--- src/rtl/cgrm_pkg.sv ---
// Shared types, constants and helpers for the crosspoint gain ramp mixer.
// No dependencies; every other file but cgrm_ram imports this package.
package cgrm_pkg;

    localparam int NUM_SOURCES  = 64;
    localparam int NUM_SPEAKERS = 64;
    localparam int SAMPLE_BITS  = 24;
    localparam int XP_COUNT     = NUM_SOURCES * NUM_SPEAKERS;
    localparam int XP_AW        = $clog2(XP_COUNT);

    localparam int GAIN_W  = 24;
    localparam int SLOPE_W = 25;
    localparam int MODE_W  = 2;
    localparam int STATE_W = MODE_W + SLOPE_W + GAIN_W;

    localparam logic [GAIN_W-1:0] GAIN_MAX = {GAIN_W{1'b1}};

    // Ramp modes kept per crosspoint
    localparam logic [MODE_W-1:0] MODE_SETTLED = 2'd0;
    localparam logic [MODE_W-1:0] MODE_LINEAR  = 2'd1;
    localparam logic [MODE_W-1:0] MODE_SMOOTH  = 2'd2;
    localparam logic [MODE_W-1:0] MODE_SILENCE = 2'd3;

    // Opcodes
    localparam logic OP_SET = 1'b0;
    localparam logic OP_MIX = 1'b1;

    // Configuration register indexes
    localparam logic [1:0] REG_SMOOTH_EN = 2'd0;
    localparam logic [1:0] REG_FACTOR    = 2'd1;
    localparam logic [1:0] REG_THRESHOLD = 2'd2;
    localparam logic [1:0] REG_SHIFT     = 2'd3;

    typedef struct packed {
        logic                          opcode;
        logic [5:0]                    source_index;
        logic [5:0]                    speaker_index;
        logic [15:0]                   target_gain;
        logic                          first_of_block;
        logic signed [SAMPLE_BITS-1:0] in_sample;
        logic signed [31:0]            bus_in;
    } in_item_t;

    typedef struct packed {
        logic signed [31:0] bus_out;
        logic [15:0]        gain_now;
    } out_item_t;

    // Controller to datapath
    typedef struct packed {
        logic             clear;
        logic [XP_AW-1:0] clr_addr;
        logic             accept;
        logic             dec;
        logic             upd;
        logic             fin;
        logic             load_out;
    } cmd_t;

    // Datapath to controller
    typedef struct packed {
        logic is_set;
    } status_t;

    function automatic logic [XP_AW-1:0] xp_index(input logic [5:0] src,
                                                   input logic [5:0] spk);
        return XP_AW'(src) * XP_AW'(NUM_SPEAKERS) + XP_AW'(spk);
    endfunction

    function automatic logic xp_valid(input logic [5:0] src, input logic [5:0] spk);
        return (32'(src) < NUM_SOURCES) && (32'(spk) < NUM_SPEAKERS);
    endfunction

endpackage

--- src/rtl/cgrm_ctrl.sv ---
// Controller: clearing sweep, item sequencing and output register handshake.
// Depends on cgrm_pkg.
module cgrm_ctrl import cgrm_pkg::*; (
    input  logic    aclk,
    input  logic    aresetn,
    input  logic    s_valid,
    output logic    s_ready,
    output logic    m_valid,
    input  logic    m_ready,
    input  status_t status,
    output cmd_t    cmd
);
    typedef enum logic [5:0] {
        ST_CLEAR = 6'b000001,
        ST_IDLE  = 6'b000010,
        ST_DEC   = 6'b000100,
        ST_UPD   = 6'b001000,
        ST_FIN   = 6'b010000,
        ST_OUT   = 6'b100000
    } state_t;

    state_t           state_reg, state_next;
    logic [XP_AW-1:0] clr_reg, clr_next;
    logic             m_valid_reg, m_valid_next;
    logic             out_free;

    assign out_free = !m_valid_reg || m_ready;
    assign s_ready  = (state_reg == ST_IDLE);
    assign m_valid  = m_valid_reg;

    // Next state and commands
    always_comb begin
        state_next   = state_reg;
        clr_next     = clr_reg;
        cmd          = '0;
        cmd.clr_addr = clr_reg;
        unique case (state_reg)
            ST_CLEAR: begin
                cmd.clear = 1'b1;
                clr_next  = clr_reg + 1'b1;
                if (clr_reg == XP_AW'(XP_COUNT - 1)) begin
                    state_next = ST_IDLE;
                end
            end
            ST_IDLE: begin
                if (s_valid) begin
                    cmd.accept = 1'b1;
                    state_next = ST_DEC;
                end
            end
            ST_DEC: begin
                cmd.dec    = 1'b1;
                state_next = status.is_set ? ST_IDLE : ST_UPD;
            end
            ST_UPD: begin
                cmd.upd    = 1'b1;
                state_next = ST_FIN;
            end
            ST_FIN: begin
                cmd.fin    = 1'b1;
                state_next = ST_OUT;
            end
            ST_OUT: begin
                if (out_free) begin
                    cmd.load_out = 1'b1;
                    state_next   = ST_IDLE;
                end
            end
            default: state_next = ST_CLEAR;
        endcase
    end

    // Output valid flag
    always_comb begin
        m_valid_next = m_valid_reg;
        if (cmd.load_out) begin
            m_valid_next = 1'b1;
        end else if (m_ready) begin
            m_valid_next = 1'b0;
        end
    end

    always_ff @(posedge aclk) begin
        if (!aresetn) begin
            state_reg   <= ST_CLEAR;
            clr_reg     <= '0;
            m_valid_reg <= 1'b0;
        end else begin
            state_reg   <= state_next;
            clr_reg     <= clr_next;
            m_valid_reg <= m_valid_next;
        end
    end
endmodule

--- config.mk ---
export PLATFORM = sky130hd
export DESIGN_NAME = cgrm_ctrl
export DESIGN_NICKNAME = d
export VERILOG_FILES = /design/src/rtl/cgrm_pkg.sv /design/src/rtl/cgrm_ctrl.sv
export SDC_FILE = /design/constraint.sdc
export NUM_CORES = 1
export LEC_CHECK = 0
export BUFFER_PORTS_ARGS = -buffer_cell sky130_fd_sc_hd__clkbuf_2
export CAP_MARGIN = 20
export CORE_MARGIN = 1.5
export CORE_UTILIZATION = 53
export CTS_BUF_LIST = sky130_fd_sc_hd__clkbuf_8
export DETAILED_ROUTE_END_ITERATION = 10
export GPL_TIMING_DRIVEN = 0
export PLACE_DENSITY_LB_ADDON = 0.25
export SLEW_MARGIN = 5
export SYNTH_ARGS = -nofsm -noshare
export SYNTH_HDL_FRONTEND = slang
export SYNTH_SLANG_ARGS = --single-unit
--- constraint.sdc ---
create_clock -name aclk -period 2.5 [get_ports aclk]
set_input_delay 0.375 -clock aclk [delete_from_list [all_inputs] [get_ports aclk]]
set_output_delay 0.375 -clock aclk [all_outputs]
set_load 0.01 [all_outputs]
### Yosys cells after proc, flatten, opt, wreduce, memory -nomap -nowiden

Index checks and enable logic that the tools add are counted.

| storage, ports and cells | value |
|---|---|
| flip-flop bits (word level) | 19 |
| output and inout bits | 20 |
| word-level logic and storage cells | 33 |

| cells by class | value |
|---|---|
| add/subtract/negate cells | 1 |
| equality and inequality tests | 10 |
| multiplexer cells | 15 |
| reductions and logical operators | 4 |

Operators with widths:

| cell | count |
|---|---|
| $pmux W6 S6 | 1 |
| $mux W6 | 3 |
| $add A12 B1 Y12 const B | 1 |
| $eq A12 B12 Y1 const B | 1 |
| $mux W1 | 10 |
| $eq A6 B1 Y1 const B | 1 |
| $eq A6 B2 Y1 const B | 1 |
| $eq A6 B3 Y1 const B | 1 |
| $eq A6 B4 Y1 const B | 1 |
| $eq A6 B5 Y1 const B | 1 |
| $eq A6 B6 Y1 const B | 1 |
| $ne A2 B2 Y1 const B | 3 |
| $mux W4 | 1 |
| $reduce_and A3 Y1 | 1 |
| $reduce_bool A2 Y1 | 1 |
| $logic_not A1 Y1 | 1 |
| $logic_or A1 B1 Y1 | 1 |

### Longest topological paths before layout

| logic depth | value |
|---|---|
| depth in word-level cells | 5 |
| mapped depth | 5 |
| depth with buffers taken out | 5 |

### Worst setup path after synthesis

OpenSTA, ideal clock, no wires.

| path | value |
|---|---|
| kind | register to register |
| start | register state_reg[2] |
| end | register clr_reg[11] |
| library setup time | 71 ps |
| arrival time | 1987 ps |
| required time | 2429 ps |
| setup slack | 443 ps |
| cell stages (with the launch flop) | 6 |
| buffers on the path | 1 |
| clock period less this slack | 2057 ps |
| cell sequence | dfxtp_1 > or4b_1 > buf_2 > or4_4 > or3_1 > a21oi_1 |

| between the ends | value |
|---|---|
| cells in the longest elaborated chain, start to end | 1 |

Ends and longest elaborated chain:

| element | RTL line | RTL |
|---|---|---|
| start, declared | cgrm_ctrl.sv:22 | `state_t state_reg, state_next;` |
| start signal, assigned | cgrm_ctrl.sv:89 | `state_reg <= state_next;` |
| $eq A6 B1 Y1 | cgrm_ctrl.sv:37 | `unique case (state_reg)` |
| end signal, assigned | cgrm_ctrl.sv:90 | `clr_reg <= clr_next;` |
| end, declared | cgrm_ctrl.sv:23 | `logic [XP_AW-1:0] clr_reg, clr_next;` |

Every way passes these cells.
A chain may end at the register's enable or synchronous reset.

### Worst setup path in the final report

| path | value |
|---|---|
| start | register state_reg[2] |
| end | register clr_reg[9] |

Same word-level chain as after synthesis.

==> flow_results.xml <==
<?xml version="1.0" encoding="UTF-8"?>
<metrics>
  <group name="clock_network">
    <metric name="cts_resized" unit="">0</metric>
    <metric name="numCtsBuffers" unit="">3</metric>
    <metric name="clock_path_buffers" unit="">2</metric>
    <metric name="cts-root-buf" unit="">clkbuf_8</metric>
    <metric name="cts_htree_levels" unit="">1</metric>
    <metric name="tritoncts_num_sinks" unit="">19</metric>
    <metric name="cts_hold_repair.buffers" unit="">0</metric>
    <metric name="clock_insertion_delay_worst_skew" unit="ps">250</metric>
    <metric name="cts.repair_timing.setup_buffer_count" unit="">0</metric>
    <metric name="clock_pin_slew_on_the_worst_setup_and_hold_paths" unit="ps">70</metric>
    <metric name="tritoncts" unit="">built</metric>
  </group>
  <group name="power">
    <metric name="cellLeakagePower" unit="nW">0.468</metric>
    <metric name="power_density" unit="nW/um^2">559</metric>
    <metric name="power.ir.vdd_worst" unit="uV">331</metric>
    <metric name="post-layout-total-power" unit="uW">629</metric>
  </group>
  <group name="placed_design">
    <metric name="port_buffers" unit="">24</metric>
    <metric name="detailed_place.area" unit="um^2">1080</metric>
    <metric name="gpl.final_weighted_congestion" unit="">0.896</metric>
    <metric name="detailedPlacementHpwl" unit="mm">1.50</metric>
  </group>
  <group name="route">
    <metric name="avg_wl_per_cell" unit="um">12.9</metric>
    <metric name="avgViaCountPerCell" unit="">5.88</metric>
    <metric name="number_of_drc_markers_after_the_initial_detailed_route_iteration" unit="">27</metric>
    <metric name="antenna_violating_nets_post_route" unit="">0</metric>
    <metric name="wire_length_reported_by_the_detailed_router" unit="mm">2.00</metric>
    <metric name="drc" unit="">0</metric>
    <metric name="vias" unit="">912</metric>
    <metric name="tritonroute_pass_1_iters" unit="">4</metric>
  </group>
  <group name="global_routing">
    <metric name="number_of_antenna_violations_at_the_first_check_in_global_routing" unit="">0</metric>
    <metric name="overflow" unit="">0</metric>
    <metric name="maximum_number_of_pins_on_one_net_before_global_route_repair" unit="">11</metric>
    <metric name="groute.usage.overall" unit="%">22.3</metric>
    <metric name="number_of_global_route_vias_before_repair" unit="">781</metric>
    <metric name="grt_pass1_wl" unit="mm">3.36</metric>
  </group>
  <group name="logic_synthesis">
    <metric name="synth.top_cell.area_share" unit="%">40.5</metric>
    <metric name="postSynth.topFlopCell" unit="">dfxtp_1</metric>
    <metric name="synth_enable_flop_cells" unit="">0</metric>
    <metric name="asyncSetResetFlopFracSynth" unit="%">0</metric>
    <metric name="synthesis.nets" unit="">116</metric>
    <metric name="ff_latch_count_synth" unit="">19</metric>
    <metric name="yosysWarningCount" unit="">0</metric>
    <metric name="avgSynthCellArea" unit="um^2">8.53</metric>
    <metric name="syn-instance-count" unit="">110</metric>
    <metric name="synth_most_common_cell" unit="">dfxtp_1</metric>
    <metric name="synthDistinctLibCells" unit="">36</metric>
    <metric name="synth-seq-area-share" unit="%">40.5</metric>
    <metric name="synth_top_cells_by_count" unit="">19 x dfxtp_1, 12 x nor2_1, 8 x nand2_1</metric>
    <metric name="post_synth_main_area_contributors" unit="">dfxtp_1 41%, xnor2_1 6.5%, nor2_1 4.8%</metric>
    <metric name="synthesized_cell_area" unit="um^2">938</metric>
    <metric name="synth_area_leader_cell" unit="">dfxtp_1</metric>
  </group>
  <group name="setup_path">
    <metric name="worst-r2r-setup-slack" unit="ps">310</metric>
    <metric name="critical_path_cell_sequence" unit="">or4b_1 &gt; buf_2 &gt; or4_4 &gt; or3_1 &gt; a21oi_1</metric>
    <metric name="reg2regPathDepth" unit="">5</metric>
    <metric name="crit_path_max_fanout" unit="">8</metric>
    <metric name="critical_path.startpoint_type" unit="">flop</metric>
    <metric name="crit_cells" unit="">5</metric>
    <metric name="regToRegEndpoint" unit="">clr_reg[9]$_SDFFE_PN0N_</metric>
    <metric name="cpPeakStageDelay" unit="ps">560</metric>
    <metric name="cp_data_arrival_time" unit="ps">2370</metric>
    <metric name="timing.critical_path.slowest_stage_cell" unit="">or4_4</metric>
    <metric name="cp_top_family" unit="">simple AND/OR/NAND/NOR gates</metric>
    <metric name="timing.critical_path.to" unit="">clr_reg[9]$_SDFFE_PN0N_</metric>
    <metric name="critical_path.reg2reg.startpoint" unit="">state_reg[2]$_SDFFE_PN0P_</metric>
    <metric name="worstSetupStartpoint" unit="">state_reg[2]$_SDFFE_PN0P_</metric>
    <metric name="endpoint_kind" unit="">flop</metric>
    <metric name="worst-setup-path-type" unit="">flop to flop</metric>
    <metric name="worstPathBufferInverterCount" unit="">1</metric>
    <metric name="required" unit="ps">2680</metric>
  </group>
  <group name="final_layout">
    <metric name="antenna-diode-count" unit="">0</metric>
    <metric name="postLayoutCellArea" unit="um^2">1120</metric>
    <metric name="largest_register_ff_count" unit="">12</metric>
    <metric name="area.growth.synth_to_final" unit="%">19.9</metric>
    <metric name="nNetsFinal" unit="">145</metric>
    <metric name="num-fill-cells" unit="">146</metric>
    <metric name="fraction_of_final_layout_cells_with_drive_strength_greater_than_1" unit="%">22.5</metric>
  </group>
  <group name="floorplan">
    <metric name="io_pins" unit="">25</metric>
    <metric name="die_boundary_width" unit="um">45.1</metric>
    <metric name="floorplan.core_area" unit="um^2">1690</metric>
    <metric name="die-area" unit="um^2">2030</metric>
    <metric name="die_y" unit="um">45.1</metric>
    <metric name="floorplan.rows" unit="">15</metric>
    <metric name="initial_utilization" unit="%">55.6</metric>
  </group>
  <group name="sta">
    <metric name="final_period_utilization" unit="%">87.4</metric>
    <metric name="hold-worst-slack" unit="ps">309</metric>
    <metric name="timing.slew.headroom" unit="%">53.3</metric>
    <metric name="timing.final.crit_period" unit="ps">2190</metric>
    <metric name="max_freq" unit="MHz">458</metric>
    <metric name="final-hold-violation-count" unit="">0</metric>
    <metric name="final-setup-viol-count" unit="">0</metric>
    <metric name="setup-tns-final" unit="ps">0</metric>
    <metric name="timing.final.max_slew_violations" unit="">0</metric>
    <metric name="grt_setup_unrepaired" unit="">false</metric>
    <metric name="worst_slew_pin_slew" unit="ps">691</metric>
    <metric name="setup_clock_skew_after_layout" unit="ps">1.87</metric>
  </group>
  <group name="hold_path">
    <metric name="hold_path.class" unit="">primary input to flop</metric>
    <metric name="holdCritStartpoint" unit="">status</metric>
  </group>
  <group name="status">
    <metric name="run_status" unit="">finished clean</metric>
  </group>
  <group name="run">
    <metric name="timing.max_cap.violations" unit="">0</metric>
  </group>
</metrics>
worst min-delay path by stage:
| stage | end | slack [ps] | cells past startpoint |
|---|---|---|---|
| after floorplan | state_reg[3]$_SDFFE_PN0P_ | 450 | 1 |
| after global placement | clr_reg[10]$_SDFFE_PN0N_ | 500 | 2 |
| after detailed placement | clr_reg[11]$_SDFFE_PN0N_ | 510 | 2 |
| after CTS | state_reg[3]$_SDFFE_PN0P_ | 300 | 2 |
| after global routing | state_reg[3]$_SDFFE_PN0P_ | 310 | 2 |
| final | state_reg[3]$_SDFFE_PN0P_ | 310 | 2 |
layout make-up:
type | instances | area (um^2) | area share (%)
Buffer | 3 | 16.3 | 1.45
Timing Repair Buffer | 24 | 120 | 10.7
Clock buffer | 3 | 41.3 | 3.67
Sequential cell | 19 | 380 | 33.8
Multi-Input combinational cell | 84 | 527 | 46.8
Inverter | 4 | 15.0 | 1.33
Tap cell | 17 | 21.3 | 1.89
Clock inverter | 1 | 3.75 | 0.334
where the power goes:
part           switching (mW)  internal (mW)
logic                  0.0483         0.0377
registers              0.0195          0.317
clock network          0.0976          0.109
worst reg2reg max path: stages, from the launching register on:
cell     delay (ps)
dfxtp_1         360
or4b_1          510
buf_2           180
or4_4           560
or3_1           370
a21oi_1         140
logic make-up after synthesis:
logic type	after synthesis	share of synthesized area [%]
AOI/OAI and AO/OA	12	7.87
muxes	1	1.07
xor gates and xnor gates	9	8.40
buffers and inverters	7	3.33
and+or+nand+nor	61	37.5
adders and majority gates	1	1.33
DFF	19	40.5
metal layers:
metal  part of all wire [%]  global-route usage (%)  wire length (um)
met5                      0                       0                 0
met4                    1.5                    7.65                29
met3                    4.1                    3.60                82
met2                     48                    36.0               955
met1                     47                    30.2               930
stage by stage:
stage / std cells / setup slack (ps) / util [%]
2_1_floorplan: 110 / 443 / -
3_3_place_gp: 151 / 361 / 63.9
3_5_place_dp: 151 / 327 / 63.9
4_1_cts: 155 / 313 / 66.6
5_1_grt: 155 / 220 / 66.6
6_report: 155 / 315 / 66.6
cell usage in the layout (no fill, tap or decap), types with 2 or more instances in the layout:
| cell | instances |
|---|---|
| clkbuf_2 | 24 |
| dfxtp_1 | 19 |
| nor2_1 | 12 |
| nand2_1 | 8 |
| xnor2_1 | 7 |
| nand3_1 | 6 |
| nor3_1 | 5 |
| inv_1 | 5 |
| a21oi_1 | 5 |
| nand2b_1 | 4 |
| nor4_1 | 4 |
| nor3b_1 | 3 |
| nor4b_1 | 3 |
| clkbuf_8 | 3 |
| nor2b_1 | 2 |
| and3_1 | 2 |
| xor2_1 | 2 |
| o21ai_1 | 2 |
| or3_1 | 2 |
| nand4_1 | 2 |
No activity file was read; power rests on OpenSTA's default activity.
